[src/hdl/sfr_pkg.sv]
// Shared types, codes, constants and the FCS-16 byte update of the serial frame receiver.
`default_nettype none

package sfr_pkg;

  // Width of the elapsed-time counters; the timeouts themselves are 32 bits.
  localparam int unsigned TIMER_BITS = 32;
  localparam int unsigned TIMEOUT_W  = 32;
  localparam int unsigned CMP_W      = (TIMER_BITS > TIMEOUT_W) ? TIMER_BITS : TIMEOUT_W;

  // Configuration port.
  localparam int unsigned CFG_W     = 32;
  localparam int unsigned CFG_IDX_W = 3;

  typedef enum logic [CFG_IDX_W-1:0] {
    CFG_RECEIVE_MODE    = 3'd0,
    CFG_EXPECTED_ACK_ID = 3'd1,
    CFG_SYMBOL_TIMEOUT  = 3'd2,
    CFG_RESET_TIMEOUT   = 3'd3,
    CFG_RESEND_TIMEOUT  = 3'd4
  } sfr_cfg_idx_e;

  localparam logic [TIMEOUT_W-1:0] SYMBOL_TIMEOUT_RST = 32'd10000;

  // Request function codes.
  typedef enum logic [2:0] {
    FUNC_BYTE         = 3'd0,
    FUNC_TICK         = 3'd1,
    FUNC_RESET_START  = 3'd2,
    FUNC_RESEND_START = 3'd3,
    FUNC_RESET_STOP   = 3'd4,
    FUNC_RESEND_STOP  = 3'd5
  } sfr_func_e;

  // Result kinds.
  typedef enum logic [2:0] {
    EV_PASS    = 3'd0,
    EV_PAYLOAD = 3'd1,
    EV_OK      = 3'd2,
    EV_DROP    = 3'd3,
    EV_ACKOK   = 3'd4,
    EV_RESET   = 3'd5,
    EV_RESEND  = 3'd6
  } sfr_event_e;

  // Receiver phases, one-hot.
  typedef enum logic [7:0] {
    PH_HUNT   = 8'b0000_0001,
    PH_HDR    = 8'b0000_0010,
    PH_STX    = 8'b0000_0100,
    PH_BODY   = 8'b0000_1000,
    PH_ETX    = 8'b0001_0000,
    PH_EOT    = 8'b0010_0000,
    PH_ACKB   = 8'b0100_0000,
    PH_ACKEOT = 8'b1000_0000
  } sfr_phase_e;

  // Control characters.
  localparam logic [7:0] CH_SOH = 8'h01;
  localparam logic [7:0] CH_STX = 8'h02;
  localparam logic [7:0] CH_ETX = 8'h03;
  localparam logic [7:0] CH_EOT = 8'h04;
  localparam logic [7:0] CH_ACK = 8'h06;

  // PPP FCS-16.
  localparam logic [15:0] FCS_START = 16'hffff;
  localparam logic [15:0] FCS_GOOD  = 16'hf0b8;
  localparam logic [15:0] FCS_POLY  = 16'h8408;

  // Frame byte counts.
  localparam int unsigned CNT_W   = 17;
  localparam logic [CNT_W-1:0] HDR_BYTES = 17'd10;
  localparam logic [CNT_W-1:0] ACK_BYTES = 17'd4;
  localparam logic [CNT_W-1:0] FCS_BYTES = 17'd2;

  typedef struct packed {
    logic                 receive_mode;
    logic [15:0]          expected_ack_id;
    logic [TIMEOUT_W-1:0] symbol_timeout;
    logic [TIMEOUT_W-1:0] reset_timeout;
    logic [TIMEOUT_W-1:0] resend_timeout;
  } sfr_cfg_t;

  typedef struct packed {
    logic [2:0] func;
    logic [7:0] rx_byte;
  } sfr_item_t;

  typedef struct packed {
    logic       valid;
    sfr_event_e kind;
    logic [7:0] data_byte;
    logic [15:0] frame_id;
    logic [15:0] payload_length;
    logic [31:0] frame_type;
  } sfr_result_t;

  // One byte through the reflected FCS-16 register, a bit per step.
  function automatic logic [15:0] fcs_step(input logic [15:0] crc, input logic [7:0] b);
    logic [15:0] c;
    c = crc ^ {8'h00, b};
    for (int k = 0; k < 8; k++) begin
      c = c[0] ? ((c >> 1) ^ FCS_POLY) : (c >> 1);
    end
    return c;
  endfunction

endpackage

`default_nettype wire

[src/hdl/sfr_core.sv]
// Frame parser, FCS checker and timeout timers of the serial frame receiver.
`default_nettype none

module sfr_core (
  input  wire logic                clk_i,
  input  wire logic                rst_ni,
  input  wire logic                step_i,
  input  wire sfr_pkg::sfr_item_t  item_i,
  input  wire sfr_pkg::sfr_cfg_t   cfg_i,
  output sfr_pkg::sfr_result_t     res_o
);
  import sfr_pkg::*;

  sfr_phase_e             phase_q, phase_d;
  logic [CNT_W-1:0]       cnt_q, cnt_d;
  logic [15:0]            crc_q, crc_d;
  logic [15:0]            hid_q, hid_d;
  logic [15:0]            hlen_q, hlen_d;
  logic [31:0]            htype_q, htype_d;
  logic [TIMER_BITS-1:0]  sym_q, sym_d;
  logic [TIMER_BITS-1:0]  rst_q, rst_d;
  logic [TIMER_BITS-1:0]  rsd_q, rsd_d;
  logic                   rst_on_q, rst_on_d;
  logic                   rsd_on_q, rsd_on_d;

  // Per-request helpers.
  logic [7:0]             b;
  logic [15:0]            crc_upd;
  logic [CNT_W-1:0]       cnt_inc;
  logic [CNT_W-1:0]       len_p2;
  logic [TIMER_BITS-1:0]  sym_inc, rst_inc, rsd_inc;
  logic                   sym_exp, rst_exp, rsd_exp;

  assign b       = item_i.rx_byte;
  assign crc_upd = fcs_step(crc_q, b);
  assign cnt_inc = cnt_q + CNT_W'(1);
  assign len_p2  = CNT_W'(hlen_q) + FCS_BYTES;

  // Saturating tick counts and their expiry compares.
  assign sym_inc = (sym_q == '1) ? sym_q : sym_q + TIMER_BITS'(1);
  assign rst_inc = (rst_q == '1) ? rst_q : rst_q + TIMER_BITS'(1);
  assign rsd_inc = (rsd_q == '1) ? rsd_q : rsd_q + TIMER_BITS'(1);
  assign sym_exp = CMP_W'(sym_inc) >= CMP_W'(cfg_i.symbol_timeout);
  assign rst_exp = CMP_W'(rst_inc) >= CMP_W'(cfg_i.reset_timeout);
  assign rsd_exp = CMP_W'(rsd_inc) >= CMP_W'(cfg_i.resend_timeout);

  // Next state and result for the request at hand.
  always_comb begin
    phase_d  = phase_q;
    cnt_d    = cnt_q;
    crc_d    = crc_q;
    hid_d    = hid_q;
    hlen_d   = hlen_q;
    htype_d  = htype_q;
    sym_d    = sym_q;
    rst_d    = rst_q;
    rsd_d    = rsd_q;
    rst_on_d = rst_on_q;
    rsd_on_d = rsd_on_q;
    res_o    = '0;
    res_o.kind = EV_PASS;

    case (sfr_func_e'(item_i.func))
      FUNC_BYTE: begin
        if (phase_q != PH_HUNT) begin
          sym_d = '0;
        end
        case (phase_q)
          PH_HDR: begin
            crc_d = crc_upd;
            case (cnt_q[3:0])
              4'd0:    hid_d = {8'h00, b};
              4'd1:    hid_d = {b, hid_q[7:0]};
              4'd2:    hlen_d = {8'h00, b};
              4'd3:    hlen_d = {b, hlen_q[7:0]};
              4'd4:    htype_d = {24'h0, b};
              4'd5:    htype_d[15:8] = b;
              4'd6:    htype_d[23:16] = b;
              4'd7:    htype_d[31:24] = b;
              default: ;
            endcase
            cnt_d = cnt_inc;
            if (cnt_inc >= HDR_BYTES) begin
              if (crc_upd != FCS_GOOD) begin
                phase_d     = PH_HUNT;
                res_o.valid = 1'b1;
                res_o.kind  = EV_DROP;
              end else begin
                phase_d = PH_STX;
              end
            end
          end
          PH_STX: begin
            if (b != CH_STX) begin
              phase_d     = PH_HUNT;
              res_o.valid = 1'b1;
              res_o.kind  = EV_DROP;
            end else begin
              phase_d = PH_BODY;
              cnt_d   = '0;
              crc_d   = FCS_START;
            end
          end
          PH_BODY: begin
            crc_d = crc_upd;
            cnt_d = cnt_inc;
            if (cnt_inc >= len_p2) begin
              phase_d = PH_ETX;
            end
            // Payload streams out before the body FCS is known.
            if (cnt_inc <= CNT_W'(hlen_q)) begin
              res_o.valid     = 1'b1;
              res_o.kind      = EV_PAYLOAD;
              res_o.data_byte = b;
            end
          end
          PH_ETX: begin
            if (b != CH_ETX) begin
              phase_d     = PH_HUNT;
              res_o.valid = 1'b1;
              res_o.kind  = EV_DROP;
            end else begin
              phase_d = PH_EOT;
            end
          end
          PH_EOT: begin
            phase_d     = PH_HUNT;
            res_o.valid = 1'b1;
            if (b != CH_EOT || crc_q != FCS_GOOD) begin
              res_o.kind = EV_DROP;
            end else begin
              res_o.kind           = EV_OK;
              res_o.frame_id       = hid_q;
              res_o.payload_length = hlen_q;
              res_o.frame_type     = htype_q;
            end
          end
          PH_ACKB: begin
            crc_d = crc_upd;
            if (cnt_q == '0) begin
              hid_d = {8'h00, b};
            end else if (cnt_q == CNT_W'(1)) begin
              hid_d = {b, hid_q[7:0]};
            end
            cnt_d = cnt_inc;
            if (cnt_inc >= ACK_BYTES) begin
              phase_d = PH_ACKEOT;
            end
          end
          PH_ACKEOT: begin
            phase_d     = PH_HUNT;
            res_o.valid = 1'b1;
            if (b != CH_EOT || crc_q != FCS_GOOD || hid_q != cfg_i.expected_ack_id) begin
              res_o.kind = EV_DROP;
            end else begin
              res_o.kind     = EV_ACKOK;
              res_o.frame_id = hid_q;
            end
          end
          default: begin
            // Hunting: a start byte of the current mode opens a frame.
            phase_d = PH_HUNT;
            if (!cfg_i.receive_mode && b == CH_SOH) begin
              phase_d = PH_HDR;
              cnt_d   = '0;
              crc_d   = FCS_START;
              sym_d   = '0;
            end else if (cfg_i.receive_mode && b == CH_ACK) begin
              phase_d = PH_ACKB;
              cnt_d   = '0;
              crc_d   = FCS_START;
              sym_d   = '0;
            end else begin
              res_o.valid     = 1'b1;
              res_o.kind      = EV_PASS;
              res_o.data_byte = b;
            end
          end
        endcase
      end
      FUNC_TICK: begin
        sym_d = sym_inc;
        rst_d = rst_inc;
        rsd_d = rsd_inc;
        if (phase_q != PH_HUNT) begin
          if (sym_exp) begin
            phase_d     = PH_HUNT;
            res_o.valid = 1'b1;
            res_o.kind  = EV_DROP;
          end
        end else if (rst_on_q && rst_exp) begin
          // Reset timeout wins over resend timeout.
          rst_d       = '0;
          res_o.valid = 1'b1;
          res_o.kind  = EV_RESET;
        end else if (rsd_on_q && rsd_exp) begin
          rsd_d       = '0;
          res_o.valid = 1'b1;
          res_o.kind  = EV_RESEND;
        end
      end
      FUNC_RESET_START: begin
        rst_d    = '0;
        rst_on_d = 1'b1;
      end
      FUNC_RESEND_START: begin
        rsd_d    = '0;
        rsd_on_d = 1'b1;
      end
      FUNC_RESET_STOP: begin
        rst_on_d = 1'b0;
      end
      FUNC_RESEND_STOP: begin
        rsd_on_d = 1'b0;
      end
      default: ;
    endcase
  end

  // State registers advance once per request that moves on.
  always_ff @(posedge clk_i or negedge rst_ni) begin
    if (!rst_ni) begin
      phase_q  <= PH_HUNT;
      cnt_q    <= '0;
      crc_q    <= FCS_START;
      hid_q    <= '0;
      hlen_q   <= '0;
      htype_q  <= '0;
      sym_q    <= '0;
      rst_q    <= '0;
      rsd_q    <= '0;
      rst_on_q <= 1'b0;
      rsd_on_q <= 1'b0;
    end else if (step_i) begin
      phase_q  <= phase_d;
      cnt_q    <= cnt_d;
      crc_q    <= crc_d;
      hid_q    <= hid_d;
      hlen_q   <= hlen_d;
      htype_q  <= htype_d;
      sym_q    <= sym_d;
      rst_q    <= rst_d;
      rsd_q    <= rsd_d;
      rst_on_q <= rst_on_d;
      rsd_on_q <= rsd_on_d;
    end
  end

endmodule

`default_nettype wire

[src/hdl/serial_frame_receiver_top.sv]
// Top level of the serial frame receiver: ports, configuration, input and result registers.
//
//   Channel  Direction  Handshake                  Payload
//   in       sink       in_valid_i / in_stall_o    func_i, rx_byte_i
//   out      source     out_valid_o / out_stall_i  event_kind_o, data_byte_o, frame_id_o,
//                                                  payload_length_o, frame_type_o
//   cfg      sink       cfg_we_i                   cfg_index_i, cfg_data_i
//
// Requests are taken at one per cycle while in_stall_o is low; each sits in the input register
// while the parser works on it, and its result is then registered in the result register.
// The parser updates its state in the cycle a request leaves the input register.
// A stalled result holds the result register; the input register then fills and raises
// in_stall_o combinationally from out_stall_i.
// Reset clears the valid flags, the frame state and the timers at once and loads the configuration defaults.
`default_nettype none

module serial_frame_receiver_top (
  input  wire logic                         clk_i,
  input  wire logic                         rst_ni,
  // Request channel.
  input  wire logic                         in_valid_i,
  output logic                              in_stall_o,
  input  wire logic [2:0]                   func_i,
  input  wire logic [7:0]                   rx_byte_i,
  // Result channel.
  output logic                              out_valid_o,
  input  wire logic                         out_stall_i,
  output logic [2:0]                        event_kind_o,
  output logic [7:0]                        data_byte_o,
  output logic [15:0]                       frame_id_o,
  output logic [15:0]                       payload_length_o,
  output logic [31:0]                       frame_type_o,
  // Configuration write port.
  input  wire logic                         cfg_we_i,
  input  wire logic [sfr_pkg::CFG_IDX_W-1:0] cfg_index_i,
  input  wire logic [sfr_pkg::CFG_W-1:0]    cfg_data_i
);
  import sfr_pkg::*;

  sfr_cfg_t    cfg_q;
  logic        in_vld_q;
  sfr_item_t   item_q;
  logic        out_vld_q;
  sfr_result_t res_q;
  sfr_result_t res;
  logic        advance;
  logic        step;
  logic        in_take;

  // Configuration registers.
  always_ff @(posedge clk_i or negedge rst_ni) begin
    if (!rst_ni) begin
      cfg_q.receive_mode    <= 1'b0;
      cfg_q.expected_ack_id <= '0;
      cfg_q.symbol_timeout  <= SYMBOL_TIMEOUT_RST;
      cfg_q.reset_timeout   <= '0;
      cfg_q.resend_timeout  <= '0;
    end else if (cfg_we_i) begin
      case (sfr_cfg_idx_e'(cfg_index_i))
        CFG_RECEIVE_MODE:    cfg_q.receive_mode    <= cfg_data_i[0];
        CFG_EXPECTED_ACK_ID: cfg_q.expected_ack_id <= cfg_data_i[15:0];
        CFG_SYMBOL_TIMEOUT:  cfg_q.symbol_timeout  <= cfg_data_i[TIMEOUT_W-1:0];
        CFG_RESET_TIMEOUT:   cfg_q.reset_timeout   <= cfg_data_i[TIMEOUT_W-1:0];
        CFG_RESEND_TIMEOUT:  cfg_q.resend_timeout  <= cfg_data_i[TIMEOUT_W-1:0];
        default: ;
      endcase
    end
  end

  // Flow control: the input register moves on whenever the result register is free.
  assign advance    = !out_vld_q || !out_stall_i;
  assign step       = in_vld_q && advance;
  assign in_stall_o = in_vld_q && !advance;
  assign in_take    = in_valid_i && !in_stall_o;

  // Input register.
  always_ff @(posedge clk_i or negedge rst_ni) begin
    if (!rst_ni) begin
      in_vld_q <= 1'b0;
    end else if (in_take) begin
      in_vld_q <= 1'b1;
    end else if (advance) begin
      in_vld_q <= 1'b0;
    end
  end

  always_ff @(posedge clk_i) begin
    if (in_take) begin
      item_q.func    <= func_i;
      item_q.rx_byte <= rx_byte_i;
    end
  end

  sfr_core u_core (
    .clk_i  (clk_i),
    .rst_ni (rst_ni),
    .step_i (step),
    .item_i (item_q),
    .cfg_i  (cfg_q),
    .res_o  (res)
  );

  // Result register.
  always_ff @(posedge clk_i or negedge rst_ni) begin
    if (!rst_ni) begin
      out_vld_q <= 1'b0;
    end else if (advance) begin
      out_vld_q <= step && res.valid;
    end
  end

  always_ff @(posedge clk_i) begin
    if (step && res.valid) begin
      res_q <= res;
    end
  end

  assign out_valid_o      = out_vld_q;
  assign event_kind_o     = 3'(res_q.kind);
  assign data_byte_o      = res_q.data_byte;
  assign frame_id_o       = res_q.frame_id;
  assign payload_length_o = res_q.payload_length;
  assign frame_type_o     = res_q.frame_type;

`ifndef NO_ASSERTIONS
  // An empty result register never holds back requests.
  a_no_stall_when_empty: assert property (@(posedge clk_i) disable iff (!rst_ni)
    !out_vld_q |-> !in_stall_o)
    else $error("request stalled while the result register is empty");

  // A new result only comes from a request that sat in the input register.
  a_result_has_source: assert property (@(posedge clk_i) disable iff (!rst_ni)
    $rose(out_vld_q) |-> $past(in_vld_q))
    else $error("result appeared without a request behind it");

  // Status results carry no byte.
  a_status_no_byte: assert property (@(posedge clk_i) disable iff (!rst_ni)
    out_vld_q && res_q.kind != EV_PASS && res_q.kind != EV_PAYLOAD |-> res_q.data_byte == 8'h00)
    else $error("status result carries a data byte");
`endif

endmodule

`default_nettype wire
[config.mk]
export PLATFORM = sky130hd
export DESIGN_NAME = serial_frame_receiver_top
export DESIGN_NICKNAME = d
export VERILOG_FILES = /design/src/hdl/sfr_pkg.sv /design/src/hdl/sfr_core.sv /design/src/hdl/serial_frame_receiver_top.sv
export SDC_FILE = /design/constraint.sdc
export NUM_CORES = 1
export LEC_CHECK = 0
export ABC_CLOCK_PERIOD_IN_PS = 8900
export BUFFER_PORTS_ARGS = -buffer_cell sky130_fd_sc_hd__buf_4
export CAP_MARGIN = 20
export CORE_MARGIN = 3
export CORE_UTILIZATION = 31
export CTS_CLUSTER_DIAMETER = 30
export DETAILED_ROUTE_END_ITERATION = 12
export GPL_ROUTABILITY_DRIVEN = 0
export GPL_TIMING_DRIVEN = 0
export MAX_ROUTING_LAYER = met4
export SYNTH_ARGS = -nofsm -noshare
export SYNTH_HDL_FRONTEND = slang
export SYNTH_SLANG_ARGS = --single-unit
export TNS_END_PERCENT = 30
[constraint.sdc]
create_clock -name clk_i -period 8.9 [get_ports clk_i]
set_input_delay 0.445 -clock clk_i [delete_from_list [all_inputs] [get_ports clk_i]]
set_output_delay 0.445 -clock clk_i [all_outputs]
set_load 0.02 [all_outputs]
==> qor.csv <==
metric,value,unit
path_max_fanout,52,
dpl.hpwl,48840,um
maxSlewViolCount,0,
power_density,220.8,nW/um^2
min_period_over_period,0.7332,
port_buffers,127,
rsz0062_at_grt,false,
clock-sinks,404,
p_sw,1.586,mW
grt-ovfl-total,0,
fin_tns_setup,0,ns
fillCellCount,6953,
outcome,"finished, final reports clean",
grt_start_max_net_pins,116,
hold_viol,0,
drive_gt1_frac,0.1689,
leakagePower,12.23,nW
antenna_found_initial,1,
wl,67340,um
drt-vias-per-instance,5.273,
max_stage_delay,0.92,ns
synth_fp_nets,2434,
clk_pin_slew,0.05,ns
cts_buffers,92,
total_power,6.241,mW
p_comb_frac,0.084,
first_iter_violations,1577,
synthCells,2247,
routedWlPerCell,19.20,um
insertion_delay,0.64,ns
fmax,153.3,MHz
tightest_slew,1.039,ns
place_inst,3328,
p_seq_frac,0.336,
multi_input_area,11050,um^2
hold_path.class,in2reg,
grt_usage,0.1805,
worstPathArrival,6.88,ns
diodes,0,
ff_latch_area,10570,um^2
synth_edf_count,86,
slowest_stage,o311ai_0,
drc,0,
swShare,0.2541,
cp-start-kind,register,
yosysWarnings,0,
internal-power,4.656,mW
ys.flop_type,dfrtp_1,
vias,18500,
yosysSeqAreaShare,0.4684,
async_reset_ff_frac,0.7871,
initial_utilization,0.3145,
rows,98,
pin_count,128,
htree_levels,3,
syn_to_final_growth,25.27,%
critPathTopFamily,compound AO/OA/AOI/OAI gates,
setup_violations,0,
dieArea,76050,um^2
relSlewSlack,0.2999,
netlist_area,22560,um^2
crit_buf_inv,3,
maxCapViolCount,0,
drtPass1Iterations,6,
grt_pass1_vias,18460,
core,71730,um^2
endpoint_kind,register,
min_period,6.525,ns
clockBufferDepth,3,
fin_skew,0.02084,ns
final_nets,2671,
pwr-share-clk,0.579,
antenna_left,0,
fin_cells,3508,
ys_ff_latch,404,
path_class,reg2reg,
cp_cell_sequence,clkbuf_1 -> and4_1 -> nand3_1 -> nor4_1 -> nand2_1 -> clkbuf_1 -> nand4_1 -> xnor2_1 -> ha_1 -> a211o_1 -> o211ai_1 -> o311ai_0 -> o31a_1 -> o21ai_0 -> nand2_1 -> o311ai_0 -> nand3_4 -> buf_16,
grt_pass1_wl,104400,um
crit_required,9.26,ns
avgSynthCellArea,10.04,um^2
max-vdd-ir-drop,152.6,uV
die_y,275.8,um
synthDistinctLibCells,78,
cts_tree,yes,
die_x,275.8,um
cts_root_buf,clkbuf_16,
==> registers in the layout (all words and copies together) (netlist names), 17 cells and up <==
signal,flops
u_core.htype_q,32
u_core.cnt_q,17
u_core.rsd_q,32
u_core.sym_q,32
u_core.rst_q,32
cfg_q,113
frame_type_o,32
==> final cells by class <==
class,instances,share of cell area
timing repair buffer,143,0.04135
multi-input combinational,1598,0.3908
clock inverter,61,0.03011
buffer,118,0.01709
inverter,127,0.01687
clock buffer,107,0.08775
tap,950,0.04206
sequential,404,0.3739
==> synthesized netlist by cell type (36+ instances only) <==
cell / n / area (um^2)
a21oi_1: 66 / 330.3
dfrtp_1: 296 / 7407
nor4_1: 39 / 244.0
nor2_1: 100 / 375.4
o21ai_0: 162 / 810.8
nand4_1: 48 / 300.3
and2_1: 80 / 500.5
edfxtp_1: 86 / 2582
xor2_1: 48 / 420.4
ha_1: 136 / 1702
xnor2_1: 108 / 945.9
clkbuf_1: 93 / 349.1
a22o_1: 77 / 674.4
nand2_1: 236 / 885.9
mux2_2: 69 / 777.0
and3_1: 36 / 225.2
nand3_1: 72 / 360.4
inv_1: 127 / 476.7
==> worst register-to-register path, delay by kind of cell, from the launching register on <==
kind,cells,cell delay [ns]
flip-flops,1,0.32
XOR/XNOR,1,0.18
buffers and inverters,3,0.90
AO/OA/AOI/OAI,6,2.62
adder cells (fa/ha/maj),1,0.30
AND/OR/NAND/NOR,7,1.91
==> final timing paths <==
path                                                    from                           endpoint  slack [ns]  cells after the start
worst min-delay path                              in_valid_i               in_vld_q$_DFFE_PN0P_        0.03                      2
min in group asynchronous                             rst_ni              cfg_q[63]$_DFFE_PN0P_        0.45                      2
max in group asynchronous                             rst_ni     u_core.htype_q[10]$_DFFE_PN0P_        7.34                      3
worst min register to register  u_core.rsd_q[30]$_DFFE_PN0P_       u_core.rsd_q[30]$_DFFE_PN0P_        0.48                      1
worst max register to register  u_core.rsd_q[15]$_DFFE_PN0P_  payload_length_o[7]$_SDFFCE_PP0P_        2.37                     18
worst max-delay path            u_core.rsd_q[15]$_DFFE_PN0P_  payload_length_o[7]$_SDFFCE_PP0P_        2.37                     18
==> kinds of logic (layout without fill, tap and decap cells) <==
logic type                 after synthesis  after routing  synth area share
DFF                                    404            404            0.4684
adders and majority gates              136            136           0.07543
and+or+nand+nor                        743            743            0.1707
AOI/OAI and AO/OA                      492            492            0.1464
xor gates and xnor gates               157            157           0.06162
muxes                                   70             70           0.03488
buffers and inverters                  245            556           0.04254
==> power groups by stage <==
stage / combinational (mW) / sequential (mW) / clock, mW
finish: 0.527 / 2.10 / 3.62
global route: 0.593 / 2.11 / 3.75
floorplan: 0.318 / 2.12 / 0
detailed placement: 0.521 / 2.13 / 0
global placement: 0.498 / 2.13 / 0
CTS: 0.531 / 2.10 / 3.66
==> layout by cell type (no fill, tap or decap), types with 24 or more instances in the layout <==
| master | n |
|---|---|
| buf_4 | 129 |
| dfrtp_1 | 296 |
| and3_1 | 36 |
| xnor2_1 | 108 |
| nand4_1 | 48 |
| mux2_2 | 69 |
| a21oi_1 | 66 |
| nor3_1 | 31 |
| ha_1 | 136 |
| nor4_1 | 39 |
| clkbuf_16 | 93 |
| edfxtp_1 | 86 |
| inv_1 | 127 |
| a22o_1 | 77 |
| a211oi_1 | 26 |
| nand3_1 | 71 |
| xor2_1 | 48 |
| and2_1 | 80 |
| nor2_1 | 100 |
| o31ai_1 | 28 |
| o21ai_0 | 162 |
| clkbuf_1 | 97 |
| a31oi_1 | 24 |
| nand2_1 | 236 |
==> routing by layer <==
metal / track usage / part of all wire / up-vias
met1: 0.2283 / 0.43 / 9098
met5: - / 0 / -
li1: - / - / 8622
met4: 0.08004 / 0.040 / 0
met3: 0.03581 / 0.065 / 146
met2: 0.2804 / 0.47 / 630
==> stage by stage <==
| step | hold WS, ns | setup slack [ns] | utilization | area (um^2) |
|---|---|---|---|---|
| 2_1_floorplan | 0.1494 | 2.472 | - | 22560 |
| 3_3_place_gp | 0.4659 | 0.1901 | 0.3444 | 24700 |
| 3_5_place_dp | 0.4709 | 2.577 | 0.3459 | 24810 |
| 4_1_cts | 0.01034 | 2.539 | 0.3940 | 28260 |
| 5_1_grt | 0.02354 | 1.984 | 0.3940 | 28260 |
| 6_report | 0.03215 | 2.375 | 0.3940 | 28260 |
==> repair_timing <==
item	4_1_cts	5_1_grt
setup endpoints to repair	0	0
setup buffers	0	0
endpoints found under the hold margin	108	0
gates resized for setup	0	0
hold buffers	12	0
Note: power is estimated with default switching activity, not from simulation.
